File: src/bdp_pkg.sv
// Shared types and constants for the delta patch parser.
// Used by every module of the block; depends on nothing else.
`default_nettype none

package bdp_pkg;

    // Parse phase of the patch stream
    typedef enum logic [2:0] {
        PH_HEADER,
        PH_OPCODE,
        PH_COPY_OFF,
        PH_COPY_LEN,
        PH_ADD_LEN,
        PH_PAYLOAD,
        PH_DIGEST
    } phase_t;

    // Top two bits of an opcode byte
    localparam logic [1:0] OP_COPY  = 2'd0;
    localparam logic [1:0] OP_CKSUM = 2'd1;
    localparam logic [1:0] OP_ADD   = 2'd2;

    // Result kinds
    localparam logic [1:0] KIND_COPY  = 2'd0;
    localparam logic [1:0] KIND_ADD   = 2'd1;
    localparam logic [1:0] KIND_END   = 2'd2;
    localparam logic [1:0] KIND_ERROR = 2'd3;

    // Error codes
    localparam logic [1:0] ERR_NONE      = 2'd0;
    localparam logic [1:0] ERR_TRUNCATED = 2'd1;
    localparam logic [1:0] ERR_BAD_CKSUM = 2'd2;

    // Field counter width, long field size, short length bias, highest checksum type
    localparam int unsigned FBL_W            = 5;
    localparam logic [4:0]  LONG_FIELD_BYTES = 5'd4;
    localparam logic [31:0] SHORT_LEN_BIAS   = 32'd5;
    localparam logic [5:0]  CKSUM_TYPE_MAX   = 6'd1;

    // Result channel packing
    localparam int unsigned M_TDATA_W = 144;
    localparam int unsigned M_PAD_W   = 6;

    typedef struct packed {
        logic [1:0]  kind;
        logic [31:0] off;
        logic [31:0] len;
        logic [63:0] opos;
        logic [7:0]  sid;
        logic [1:0]  err;
        logic        last;
    } result_t;

    // Results produced by one parsed byte, handed to the output buffer
    typedef struct packed {
        logic       load;
        logic [1:0] count;
        result_t    first;
        result_t    second;
    } result_pair_t;

endpackage

`default_nettype wire

File: src/binary_delta_patch_parser.sv
// Top level of the delta patch parser: input register and decode, then result buffer.
// Depends on bdp_pkg, bdp_parser and bdp_out_buf.
//
// Parses a delta patch one byte per transaction and emits one result per copy or add
// command, an error result on a bad checksum type, and an end or truncation result on
// the last byte of a patch not stopped by an error. A byte is taken every cycle
// while results drain at the same rate; a byte that yields two results (a command
// finished on the final byte, followed by the end result) holds the input until the
// first drains, as the two-slot result register drains one result per cycle while
// m_tready is high. No clearing pass is needed after reset. The user must write
// source_tag through cfg_we/cfg_wdata only while idle; the block does not enforce it.
`default_nettype none

module binary_delta_patch_parser #(
    parameter int unsigned HEADER_BYTES = 10,
    parameter int unsigned DIGEST_BYTES = 16
) (
    input  logic                          aclk,
    input  logic                          aresetn,
    input  logic                          s_tvalid,
    output logic                          s_tready,
    input  logic [7:0]                    s_tdata,   // [7:0] patch_byte
    input  logic                          s_tlast,   // end_of_patch
    input  logic                          cfg_we,
    input  logic [7:0]                    cfg_wdata, // source_tag
    output logic                          m_tvalid,
    input  logic                          m_tready,
    // [31:0] offset, [63:32] length, [127:64] output_position, [135:128] source_id,
    // [137:136] error_code, [143:138] zero
    output logic [bdp_pkg::M_TDATA_W-1:0] m_tdata,
    output logic [1:0]                    m_tuser,   // [1:0] result_kind
    output logic                          m_tlast    // last_of_run
);
    import bdp_pkg::*;

    result_pair_t pair;
    logic         out_room;

    bdp_parser #(
        .HEADER_BYTES (HEADER_BYTES),
        .DIGEST_BYTES (DIGEST_BYTES)
    ) u_parser (
        .aclk      (aclk),
        .aresetn   (aresetn),
        .s_tvalid  (s_tvalid),
        .s_tready  (s_tready),
        .s_tdata   (s_tdata),
        .s_tlast   (s_tlast),
        .cfg_we    (cfg_we),
        .cfg_wdata (cfg_wdata),
        .out_room  (out_room),
        .pair      (pair)
    );

    bdp_out_buf u_out_buf (
        .aclk     (aclk),
        .aresetn  (aresetn),
        .pair     (pair),
        .out_room (out_room),
        .m_tvalid (m_tvalid),
        .m_tready (m_tready),
        .m_tdata  (m_tdata),
        .m_tuser  (m_tuser),
        .m_tlast  (m_tlast)
    );

endmodule

`default_nettype wire

File: src/bdp_parser.sv
// Input register, parse state and per-byte decode of the delta patch parser.
// Depends on bdp_pkg; feeds bdp_out_buf with up to two results per byte.
`default_nettype none

module bdp_parser #(
    parameter int unsigned HEADER_BYTES = 10,
    parameter int unsigned DIGEST_BYTES = 16
) (
    input  logic                 aclk,
    input  logic                 aresetn,
    input  logic                 s_tvalid,
    output logic                 s_tready,
    input  logic [7:0]           s_tdata,
    input  logic                 s_tlast,
    input  logic                 cfg_we,
    input  logic [7:0]           cfg_wdata,
    input  logic                 out_room,
    output bdp_pkg::result_pair_t pair
);
    import bdp_pkg::*;

    localparam logic [FBL_W-1:0] HDR_LEN     = FBL_W'(HEADER_BYTES);
    localparam phase_t           START_PHASE = (HEADER_BYTES == 0) ? PH_OPCODE : PH_HEADER;
    localparam logic [31:0]      DIGEST_LEN  = 32'(DIGEST_BYTES);

    logic             in_valid_reg, in_valid_next;
    logic [7:0]       in_byte_reg;
    logic             in_eop_reg;
    logic [7:0]       source_tag_reg;
    phase_t           phase_reg, phase_next, phase_adv;
    logic [31:0]      pos_reg, pos_next, pos_adv;
    logic [FBL_W-1:0] fbl_reg, fbl_next, fbl_adv;
    logic [31:0]      shift_reg, shift_next, shift_adv;
    logic [31:0]      coff_reg, coff_next, coff_adv;
    logic [5:0]       slen_reg, slen_next, slen_adv;
    logic [31:0]      pleft_reg, pleft_next, pleft_adv;
    logic [63:0]      run_reg, run_next, run_after;
    logic             stop_reg, stop_next, stop_adv;

    logic             s_accept, step;
    logic [1:0]       top;
    logic [5:0]       low;
    logic [31:0]      shifted, pos_inc;
    logic [FBL_W-1:0] fbl_dec;
    logic [31:0]      pleft_dec;
    logic             field_done, pleft_done;

    logic             cmd_valid, bad_ck;
    logic [1:0]       cmd_kind;
    logic [31:0]      cmd_off, cmd_len;
    logic             head_valid, tail_valid, trunc;
    result_t          head, tail;

    // Advance one byte when the output buffer will be free
    assign step     = in_valid_reg && out_room;
    assign s_tready = !in_valid_reg || step;
    assign s_accept = s_tvalid && s_tready;

    assign in_valid_next = s_accept ? 1'b1 : (step ? 1'b0 : in_valid_reg);

    // Byte fields and counter decrements
    assign top        = in_byte_reg[7:6];
    assign low        = in_byte_reg[5:0];
    assign shifted    = {shift_reg[23:0], in_byte_reg};
    assign pos_inc    = pos_reg + 32'd1;
    assign fbl_dec    = (fbl_reg != '0) ? fbl_reg - 1'b1 : fbl_reg;
    assign field_done = (fbl_dec == '0);
    assign pleft_dec  = (pleft_reg != '0) ? pleft_reg - 32'd1 : pleft_reg;
    assign pleft_done = (pleft_dec == '0);

    // Decode the command finished by this byte
    always_comb begin
        cmd_valid = 1'b0;
        cmd_kind  = KIND_COPY;
        cmd_off   = coff_reg;
        cmd_len   = '0;
        bad_ck    = 1'b0;
        if (!stop_reg) begin
            case (phase_reg)
                PH_OPCODE: begin
                    if (top == OP_ADD && low != '0) begin
                        cmd_valid = 1'b1;
                        cmd_kind  = KIND_ADD;
                        cmd_off   = pos_inc;
                        cmd_len   = 32'(low) + SHORT_LEN_BIAS;
                    end
                    if (top == OP_CKSUM && low > CKSUM_TYPE_MAX) begin
                        bad_ck = 1'b1;
                    end
                end
                PH_COPY_OFF: begin
                    if (field_done && slen_reg != '0) begin
                        cmd_valid = 1'b1;
                        cmd_off   = shifted;
                        cmd_len   = 32'(slen_reg) + SHORT_LEN_BIAS;
                    end
                end
                PH_COPY_LEN: begin
                    if (field_done) begin
                        cmd_valid = 1'b1;
                        cmd_len   = shifted;
                    end
                end
                PH_ADD_LEN: begin
                    if (field_done) begin
                        cmd_valid = 1'b1;
                        cmd_kind  = KIND_ADD;
                        cmd_off   = pos_inc;
                        cmd_len   = shifted;
                    end
                end
                default: begin
                end
            endcase
        end
    end

    assign run_after = run_reg + (cmd_valid ? {32'd0, cmd_len} : 64'd0);

    // Next parse state for this byte
    always_comb begin
        phase_adv = phase_reg;
        fbl_adv   = fbl_reg;
        shift_adv = shift_reg;
        coff_adv  = coff_reg;
        slen_adv  = slen_reg;
        pleft_adv = pleft_reg;
        stop_adv  = stop_reg;
        pos_adv   = pos_reg;
        if (!stop_reg) begin
            pos_adv = pos_inc;
            case (phase_reg)
                PH_HEADER: begin
                    fbl_adv = fbl_dec;
                    if (field_done) begin
                        phase_adv = PH_OPCODE;
                    end
                end
                PH_OPCODE: begin
                    case (top)
                        OP_COPY: begin
                            slen_adv  = low;
                            shift_adv = '0;
                            fbl_adv   = LONG_FIELD_BYTES;
                            phase_adv = PH_COPY_OFF;
                        end
                        OP_ADD: begin
                            if (low != '0) begin
                                pleft_adv = cmd_len;
                                phase_adv = PH_PAYLOAD;
                            end else begin
                                shift_adv = '0;
                                fbl_adv   = LONG_FIELD_BYTES;
                                phase_adv = PH_ADD_LEN;
                            end
                        end
                        OP_CKSUM: begin
                            if (bad_ck) begin
                                stop_adv = 1'b1;
                            end else begin
                                pleft_adv = DIGEST_LEN;
                                phase_adv = PH_DIGEST;
                            end
                        end
                        default: begin
                        end
                    endcase
                end
                PH_COPY_OFF, PH_COPY_LEN, PH_ADD_LEN: begin
                    shift_adv = shifted;
                    fbl_adv   = fbl_dec;
                    if (field_done) begin
                        if (phase_reg == PH_COPY_OFF) begin
                            coff_adv = shifted;
                            if (slen_reg != '0) begin
                                phase_adv = PH_OPCODE;
                            end else begin
                                shift_adv = '0;
                                fbl_adv   = LONG_FIELD_BYTES;
                                phase_adv = PH_COPY_LEN;
                            end
                        end else if (phase_reg == PH_COPY_LEN) begin
                            phase_adv = PH_OPCODE;
                        end else begin
                            pleft_adv = shifted;
                            phase_adv = (shifted != '0) ? PH_PAYLOAD : PH_OPCODE;
                        end
                    end
                end
                PH_PAYLOAD, PH_DIGEST: begin
                    pleft_adv = pleft_dec;
                    if (pleft_done) begin
                        phase_adv = PH_OPCODE;
                    end
                end
                default: begin
                    phase_adv = PH_OPCODE;
                end
            endcase
        end
    end

    // Restart everything but the tag after the last byte of a patch
    assign phase_next = in_eop_reg ? START_PHASE : phase_adv;
    assign pos_next   = in_eop_reg ? '0 : pos_adv;
    assign fbl_next   = in_eop_reg ? HDR_LEN : fbl_adv;
    assign shift_next = in_eop_reg ? '0 : shift_adv;
    assign coff_next  = in_eop_reg ? '0 : coff_adv;
    assign slen_next  = in_eop_reg ? '0 : slen_adv;
    assign pleft_next = in_eop_reg ? '0 : pleft_adv;
    assign run_next   = in_eop_reg ? '0 : run_after;
    assign stop_next  = in_eop_reg ? 1'b0 : stop_adv;

    // Build the command or error result and the end-of-patch result
    assign head_valid = cmd_valid || bad_ck;
    assign tail_valid = in_eop_reg && !stop_adv;
    assign trunc      = phase_adv inside {PH_COPY_OFF, PH_COPY_LEN, PH_ADD_LEN, PH_DIGEST};

    always_comb begin
        head.opos = run_reg;
        head.last = !tail_valid;
        if (cmd_valid) begin
            head.kind = cmd_kind;
            head.off  = cmd_off;
            head.len  = cmd_len;
            head.sid  = (cmd_kind == KIND_COPY) ? source_tag_reg : 8'd0;
            head.err  = ERR_NONE;
        end else begin
            head.kind = KIND_ERROR;
            head.off  = pos_reg;
            head.len  = '0;
            head.sid  = 8'd0;
            head.err  = ERR_BAD_CKSUM;
        end
    end

    always_comb begin
        tail.len  = '0;
        tail.opos = run_after;
        tail.sid  = 8'd0;
        tail.last = 1'b1;
        if (trunc) begin
            tail.kind = KIND_ERROR;
            tail.off  = pos_reg;
            tail.err  = ERR_TRUNCATED;
        end else begin
            tail.kind = KIND_END;
            tail.off  = '0;
            tail.err  = ERR_NONE;
        end
    end

    always_comb begin
        pair.load = step;
        if (head_valid) begin
            pair.first  = head;
            pair.second = tail;
            pair.count  = tail_valid ? 2'd2 : 2'd1;
        end else begin
            pair.first  = tail;
            pair.second = tail;
            pair.count  = tail_valid ? 2'd1 : 2'd0;
        end
    end

    // Input register, tag register and parse state
    always_ff @(posedge aclk) begin
        if (!aresetn) begin
            in_valid_reg   <= 1'b0;
            source_tag_reg <= '0;
            phase_reg      <= START_PHASE;
            pos_reg        <= '0;
            fbl_reg        <= HDR_LEN;
            shift_reg      <= '0;
            coff_reg       <= '0;
            slen_reg       <= '0;
            pleft_reg      <= '0;
            run_reg        <= '0;
            stop_reg       <= 1'b0;
        end else begin
            in_valid_reg <= in_valid_next;
            if (cfg_we) begin
                source_tag_reg <= cfg_wdata;
            end
            if (step) begin
                phase_reg <= phase_next;
                pos_reg   <= pos_next;
                fbl_reg   <= fbl_next;
                shift_reg <= shift_next;
                coff_reg  <= coff_next;
                slen_reg  <= slen_next;
                pleft_reg <= pleft_next;
                run_reg   <= run_next;
                stop_reg  <= stop_next;
            end
        end
    end

    // Capture the byte of each accepted transaction
    always_ff @(posedge aclk) begin
        if (s_accept) begin
            in_byte_reg <= s_tdata;
            in_eop_reg  <= s_tlast;
        end
    end

endmodule

`default_nettype wire

File: src/bdp_out_buf.sv
// Two-slot result register of the delta patch parser, drives the result stream.
// Depends on bdp_pkg; loaded by bdp_parser.
`default_nettype none

module bdp_out_buf (
    input  logic                          aclk,
    input  logic                          aresetn,
    input  bdp_pkg::result_pair_t         pair,
    output logic                          out_room,
    output logic                          m_tvalid,
    input  logic                          m_tready,
    output logic [bdp_pkg::M_TDATA_W-1:0] m_tdata,
    output logic [1:0]                    m_tuser,
    output logic                          m_tlast
);
    import bdp_pkg::*;

    logic [1:0] count_reg, count_next;
    result_t    slot0_reg, slot0_next;
    result_t    slot1_reg, slot1_next;
    logic       pop;

    assign pop      = (count_reg != 2'd0) && m_tready;
    assign out_room = (count_reg == 2'd0) || (count_reg == 2'd1 && m_tready);

    // Load a fresh pair, or shift the second slot forward on a transaction
    always_comb begin
        count_next = count_reg;
        slot0_next = slot0_reg;
        slot1_next = slot1_reg;
        if (pair.load) begin
            count_next = pair.count;
            slot0_next = pair.first;
            slot1_next = pair.second;
        end else if (pop) begin
            count_next = count_reg - 2'd1;
            slot0_next = slot1_reg;
        end
    end

    always_ff @(posedge aclk) begin
        if (!aresetn) begin
            count_reg <= '0;
        end else begin
            count_reg <= count_next;
        end
    end

    always_ff @(posedge aclk) begin
        slot0_reg <= slot0_next;
        slot1_reg <= slot1_next;
    end

    // Pack the head slot onto the stream
    assign m_tvalid = (count_reg != 2'd0);
    assign m_tuser  = slot0_reg.kind;
    assign m_tlast  = slot0_reg.last;
    assign m_tdata  = {{M_PAD_W{1'b0}}, slot0_reg.err, slot0_reg.sid, slot0_reg.opos,
                       slot0_reg.len, slot0_reg.off};

endmodule

`default_nettype wire

File: config.mk
export PLATFORM = sky130hd
export DESIGN_NAME = binary_delta_patch_parser
export DESIGN_NICKNAME = d
export VERILOG_FILES = /design/src/bdp_pkg.sv /design/src/binary_delta_patch_parser.sv /design/src/bdp_parser.sv /design/src/bdp_out_buf.sv
export SDC_FILE = /design/constraint.sdc
export NUM_CORES = 1
export LEC_CHECK = 0
export BUFFER_PORTS_ARGS = -buffer_cell sky130_fd_sc_hd__buf_2
export CAP_MARGIN = 15
export CORE_UTILIZATION = 30
export CTS_CLUSTER_DIAMETER = 120
export DETAILED_ROUTE_END_ITERATION = 6
export GPL_TIMING_DRIVEN = 0
export PLACE_DENSITY_LB_ADDON = 0.3
export RECOVER_POWER = 100
export SLEW_MARGIN = 20
export SYNTH_ARGS = -nofsm -noshare
export SYNTH_HDL_FRONTEND = slang
export SYNTH_HIERARCHICAL = 1
export SYNTH_SLANG_ARGS = --single-unit
File: constraint.sdc
create_clock -name aclk -period 11.1 [get_ports aclk]
set_input_delay 3.33 -clock aclk [delete_from_list [all_inputs] [get_ports aclk]]
set_output_delay 3.33 -clock aclk [all_outputs]
set_load 0.01 [all_outputs]
### After elaboration in Yosys (flattened, before gate mapping)

Cells that the tools add are included.

| storage, ports and cells | value |
|---|---|
| register bits after elaboration | 501 |
| output and inout port bits | 149 |

| operators by class | value |
|---|---|
| $add $sub $neg | 7 |
| magnitude comparators | 1 |
| equality and inequality tests | 22 |
| multiplexer cells | 94 |
| reductions and logical operators | 46 |

Operator list:

| operator | count |
|---|---|
| 2-to-1 mux 32 bit | 24 |
| one-hot mux 32 bit (3 select lines) | 3 |
| 2-to-1 mux 284 bit | 1 |
| 2-to-1 mux 141 bit | 2 |
| 2-to-1 mux 24 bit | 6 |
| one-hot mux 24 bit (2 select lines) | 2 |
| 2-to-1 mux 66 bit | 1 |
| adder 64 bit | 1 |
| 2-to-1 mux 64 bit | 1 |
| one-hot mux 32 bit (2 select lines) | 1 |
| nonzero test 32 bit | 2 |
| 2-to-1 mux 5 bit | 7 |
| 2-to-1 mux 33 bit | 1 |
| adder 32 x 1 -> 32 bit (second input constant) | 1 |
| logical NOT 32 bit | 1 |
| subtractor 32 x 1 -> 32 bit (second input constant) | 1 |
| 2-to-1 mux 3 bit | 9 |
| 2-to-1 mux 6 bit | 4 |
| 2-to-1 mux 1 bit | 19 |
| nonzero test 2 bit | 8 |
| equality test 3 bit (second input constant) | 5 |
| one-hot mux 5 bit (3 select lines) | 1 |
| AND reduction 5 bit | 3 |
| adder 6 x 3 -> 7 bit (second input constant) | 2 |
| other kinds (36) | 64 |

### Depth between registers and ports, before layout

| logic depth | value |
|---|---|
| depth in word-level cells | 14 |
| depth in mapped cells | 24 |
| depth with buffers taken out | 21 |

### Hierarchy

Netlist, hierarchy kept.

By module, submodules not included:

| module | times used | cells an instance | area an instance (um2) | sequential area each (um2) |
|---|---|---|---|---|
| bdp_parser | 1 | 2,298 | 16,418.2 | 4,434.3 |
| bdp_out_buf | 1 | 465 | 10,597.7 | 8,508.2 |

### Worst setup path after synthesis

Ideal clock, no wire load.

| timing path | value |
|---|---|
| kind | input-to-reg |
| from | in m_tready |
| to | reg u_out_buf.slot0_reg (netlist bit u_out_buf/m_tdata[0]), enable pin |
| library setup time | 441 ps |
| arrival | 7,015 ps |
| data required time | 10,659 ps |
| slack | 3,644 ps |
| stages | 9 |
| path buffers | 4 |
| cells stage by stage | nand2_1 > nand2_1 > nand2_1 > inv_1 > buf_4 > buf_6 > buf_6 > buf_6 > or2_2 |

| on the way | value |
|---|---|
| word-level cells in the longest chain between the ends | 4 |
| elaborated cells between the ends (all ways) | 5 |
| those cells by class | reduce/logical (5) |

Ends and longest elaborated chain:

| what | RTL line | text |
|---|---|---|
| start, declared | binary_delta_patch_parser.sv:27 | `input logic m_tready,` |
| logical AND 1 bit | bdp_out_buf.sv:24 | `assign out_room = (count_reg == 2'd0) \|\| (count_reg == 2'd1 && m_tready);` |
| logical OR 1 bit | bdp_out_buf.sv:24 |  |
| named net out_room | binary_delta_patch_parser.sv:37 | `logic out_room;` |
| logical AND 1 bit | bdp_parser.sv:55 | `assign step = in_valid_reg && out_room;` |
| named net u_parser.step | bdp_parser.sv:40 | `logic s_accept, step;` |
| nonzero test 2 bit (no line) | -- |  |
| end signal, assigned | bdp_out_buf.sv:50 | `slot0_reg <= slot0_next;` |
| end, declared | bdp_out_buf.sv:19 | `result_t slot0_reg, slot0_next;` |

The timed path passes the listed nets, and every way through them passes these cells.
A chain may end at the register's enable or synchronous reset.

==> flow_summary.json <==
{
  "outcome": "finished, violations left",
  "violations": "DRC, capacitance limit, slew limit",
  "drive_above_1_share_pct": 8.03,
  "syn-cell-area_mm2": 0.0270,
  "post_drt_via_cell_ratio": 5.30,
  "via_count": 22500,
  "track_usage_pct": 19.4,
  "dr.pass1.iters": 7,
  "grt.met2_usage_pct": 31.3,
  "cts_tree": "done",
  "p_comb_share_pct": 11.5,
  "regToRegSetupSlack_ns": 1.53,
  "utilization_pct": 34.8,
  "r2r-end": "u_out_buf/m_tdata[96]$_DFFE_PP_",
  "power.share.switching_pct": 26.5,
  "p_leak_nw": 11.3,
  "crit_path_end_kind": "flop",
  "cts.clk_slew.worst_paths_ns": 0.07,
  "routed_wl_mm": 90.8,
  "cts.sinks": 501,
  "reg2reg_from": "u_parser/fbl_reg[0]$_SDFFE_PN0P_",
  "power_mw": 4.62,
  "fin_cells": 4240,
  "antenna_found_initial": 7,
  "synth_seq_cells": 501,
  "start_kind": "flop",
  "die_h_um": 302,
  "min-delay-start": "u_parser/coff_reg[31]$_SDFFE_PN0P_",
  "tightest_slew_ns": 4.44,
  "syn_to_final_growth_pct": 14.2,
  "grt_max_degree": 74,
  "slew_viol_final": 154,
  "pwr-share-seq_pct": 47.5,
  "antenna_cells": 0,
  "nets": 3099,
  "finalCritPeriodShare_pct": 86.2,
  "clock_path_buffers": 3,
  "postCtsSetupBuffers": 0,
  "async_reset_ff_share_pct": 0,
  "synthCells": 2763,
  "relSlewSlack_pct": -196,
  "hold_violations": 0,
  "synth.avg_cell_area_um2": 9.78,
  "ir_drop_v": 0.000106,
  "p_clk_share_pct": 41.0,
  "hold_ws_ns": 0.454,
  "hp-class": "reg -> reg",
  "remaining_drc_errors": 12,
  "skew_ns": 0.0457,
  "die_area_mm2": 0.0913,
  "cts_buffers": 54,
  "r2r_cells": 23,
  "min_path_cells": 2,
  "synth_top_flop_cell": "edfxtp_1",
  "use_met1_pct": 26.3,
  "cts-resized-gates": 0,
  "fill_cells": 9197,
  "rsz0062_at_grt": "false",
  "ant_nets": 0,
  "synth_cell_type_count": 87,
  "grt_pass1_wl_mm": 135,
  "hpwlAfterDp_mm": 65.8,
  "fin_crit_ns": 9.57,
  "dp_cells": 4141,
  "cts.htree.levels": 2,
  "first_iter_violations": 2296,
  "net-switching-power_mw": 1.22,
  "max-cap-violations": 3,
  "required_ns": 11.41,
  "criticalPathCategory": "reg -> reg",
  "start_util_pct": 30.4,
  "power_density_mw_per_mm2": 150,
  "ys_seq_area_share_pct": 47.9,
  "grt_pass1_vias": 21000,
  "ctsHoldBuffers": 0,
  "use_met3_pct": 3.15,
  "die_x_um": 302,
  "largest_reg_flops": 141,
  "gp_congestion": 0.950,
  "hold_path_end": "u_parser/coff_reg[31]$_SDFFE_PN0P_",
  "core-area_mm2": 0.0888,
  "synth_warnings": 6,
  "wire_per_inst_um": 21.4,
  "clk_root_buffer_cell": "clkbuf_16",
  "power.internal_mw": 3.39,
  "worstPathMaxFanout": 10,
  "rows": 109,
  "numPortBuffers": 163,
  "grt_overflow": 0,
  "clock_latency_ns": 0.63,
  "report.final.setup_viol": 0,
  "synth-edff-count": 291,
  "cp.arrival_ns": 9.89,
  "ios": 171,
  "max_freq_mhz": 104,
  "finalSetupTns_ns": 0,
  "grt-busiest-layer": "met2"
}
==> cell usage after synthesis, types with 8 or more instances <==
cell / n / area, µm²
buf_2: 13 / 65.1
clkbuf_1: 165 / 619
nand3_1: 55 / 275
and2_1: 49 / 307
xnor2_1: 70 / 613
inv_1: 48 / 180
a211oi_1: 8 / 60.1
a31oi_1: 35 / 219
ha_1: 44 / 551
edfxtp_1: 291 / 8740
o2bb2ai_1: 9 / 78.8
nor2b_1: 43 / 269
a21oi_1: 173 / 866
buf_6: 8 / 90.1
or4_1: 18 / 135
and4_1: 8 / 70.1
mux2_2: 92 / 1040
buf_1: 12 / 45.0
mux2_4: 58 / 871
o21ai_0: 121 / 606
or3_1: 28 / 175
mux2i_1: 15 / 150
nand4_1: 58 / 363
and3_1: 34 / 213
dfxtp_1: 210 / 4200
a222oi_1: 12 / 120
nand2_1: 280 / 1050
buf_4: 56 / 420
a221oi_1: 19 / 166
nand2b_1: 14 / 87.6
nor2_1: 273 / 1020
a21o_1: 29 / 218
nor3_1: 78 / 390
nor4_1: 28 / 175
a41oi_1: 11 / 96.3
xor2_1: 67 / 587
a22oi_1: 87 / 653
a22o_1: 11 / 96.3
==> metal layers <==
metal | share of wire [%] | wire (µm) | vias up
met3 | 6.5 | 5900 | 199
met2 | 46 | 41800 | 835
met1 | 44 | 39800 | 10900
met4 | 3.6 | 3270 | 14
met5 | 0.095 | 86 | -
li1 | - | - | 10500
==> logic make-up after synthesis <==
family / after synthesis / synth area share (%)
other cells: 3 / 0.0417
flops: 501 / 47.9
fa+ha+maj: 45 / 2.11
xor+xnor: 137 / 4.44
compound gates: 607 / 14.7
buf+inv: 307 / 5.33
simple gates: 998 / 17.9
mux: 165 / 7.61
==> cell type report <==
class                           count  area, µm²  area share (%)
Clock buffer                       62       1380            4.48
Clock inverter                     37        442            1.43
Inverter                           53        199           0.645
Multi-Input combinational cell   2001      12600            40.7
Buffer                            254       1170            3.79
Tap cell                         1165       1460            4.72
Timing Repair Buffer              167        696            2.25
Sequential cell                   501      12900            41.9
==> stage by stage <==
step	instance area, µm²	setup slack [ns]
6_report	30900	1.53
3_5_place_dp	29600	2.57
4_1_cts	31400	2.51
2_1_floorplan	27200	3.64
3_3_place_gp	29500	1.45
5_1_grt	30900	1.33
==> cell usage in the layout (no fill, tap or decap), drive strengths merged, types with 9 or more instances in the layout <==
cell / count
a221oi: 20
o2bb2ai: 9
a21o: 29
a222oi: 12
nor2: 273
or4: 19
ha: 44
xor2: 67
nand2: 280
xnor2: 70
nand2b: 14
clkbuf: 397
a31oi: 35
or3: 28
nor4: 31
mux2: 150
nand3: 56
conb: 49
buf: 86
dfxtp: 210
and2: 49
nor3: 78
edfxtp: 291
a41oi: 11
a22oi: 87
a22o: 11
nand4: 59
a21oi: 173
clkinv: 21
nor2b: 43
o21ai: 123
and3: 34
inv: 54
mux2i: 15
==> power by group through the flow <==
| stage | Sequential, mW | Clock, mW | Combinational, mW |
|---|---|---|---|
| 5_1_grt | 2.21 | 2.00 | 0.570 |
| 4_1_cts | 2.19 | 1.94 | 0.597 |
| 3_5_place_dp | 2.23 | 0 | 0.594 |
| 2_1_floorplan | 2.28 | 0 | 0.293 |
| 3_3_place_gp | 2.24 | 0 | 0.576 |
| 6_report | 2.19 | 1.89 | 0.530 |
==> critical path, stage by stage (launching register included) <==
cell and delay (ns):
dfxtp_1 0.37, inv_1 0.08, ha_1 0.30, nor4bb_1 0.37, a32o_1 0.18, clkbuf_1 0.47
nand3_1 0.34, a31oi_1 0.69, clkinv_1 0.68, clkbuf_1 0.50, a31oi_1 0.77, ha_1 0.35
o21a_1 0.15, o31a_1 0.19, o21ai_0 0.16, a211oi_1 0.46, nor2_1 0.20, o311ai_0 0.76
clkbuf_1 0.46, clkbuf_1 0.52, clkbuf_1 0.59, nand2_1 0.14, xnor2_1 0.16, mux2_1 0.37
==> worst max-delay path by stage <==
stage	slack, ns	to	from
6_report	1.53	u_out_buf/m_tdata[96]$_DFFE_PP_	u_parser/fbl_reg[0]$_SDFFE_PN0P_
5_1_grt	1.33	u_out_buf/m_tdata[54]$_DFFE_PP_	m_tready
4_1_cts	2.51	u_out_buf/m_tdata[110]$_DFFE_PP_	u_parser/fbl_reg[0]$_SDFFE_PN0P_
3_5_place_dp	2.57	u_out_buf/m_tdata[110]$_DFFE_PP_	u_parser/fbl_reg[0]$_SDFFE_PN0P_
3_3_place_gp	1.45	u_out_buf/m_tdata[36]$_DFFE_PP_	m_tready
2_1_floorplan	3.64	u_out_buf/m_tdata[0]$_DFFE_PP_	m_tready
(Power assumes the default switching activity.)
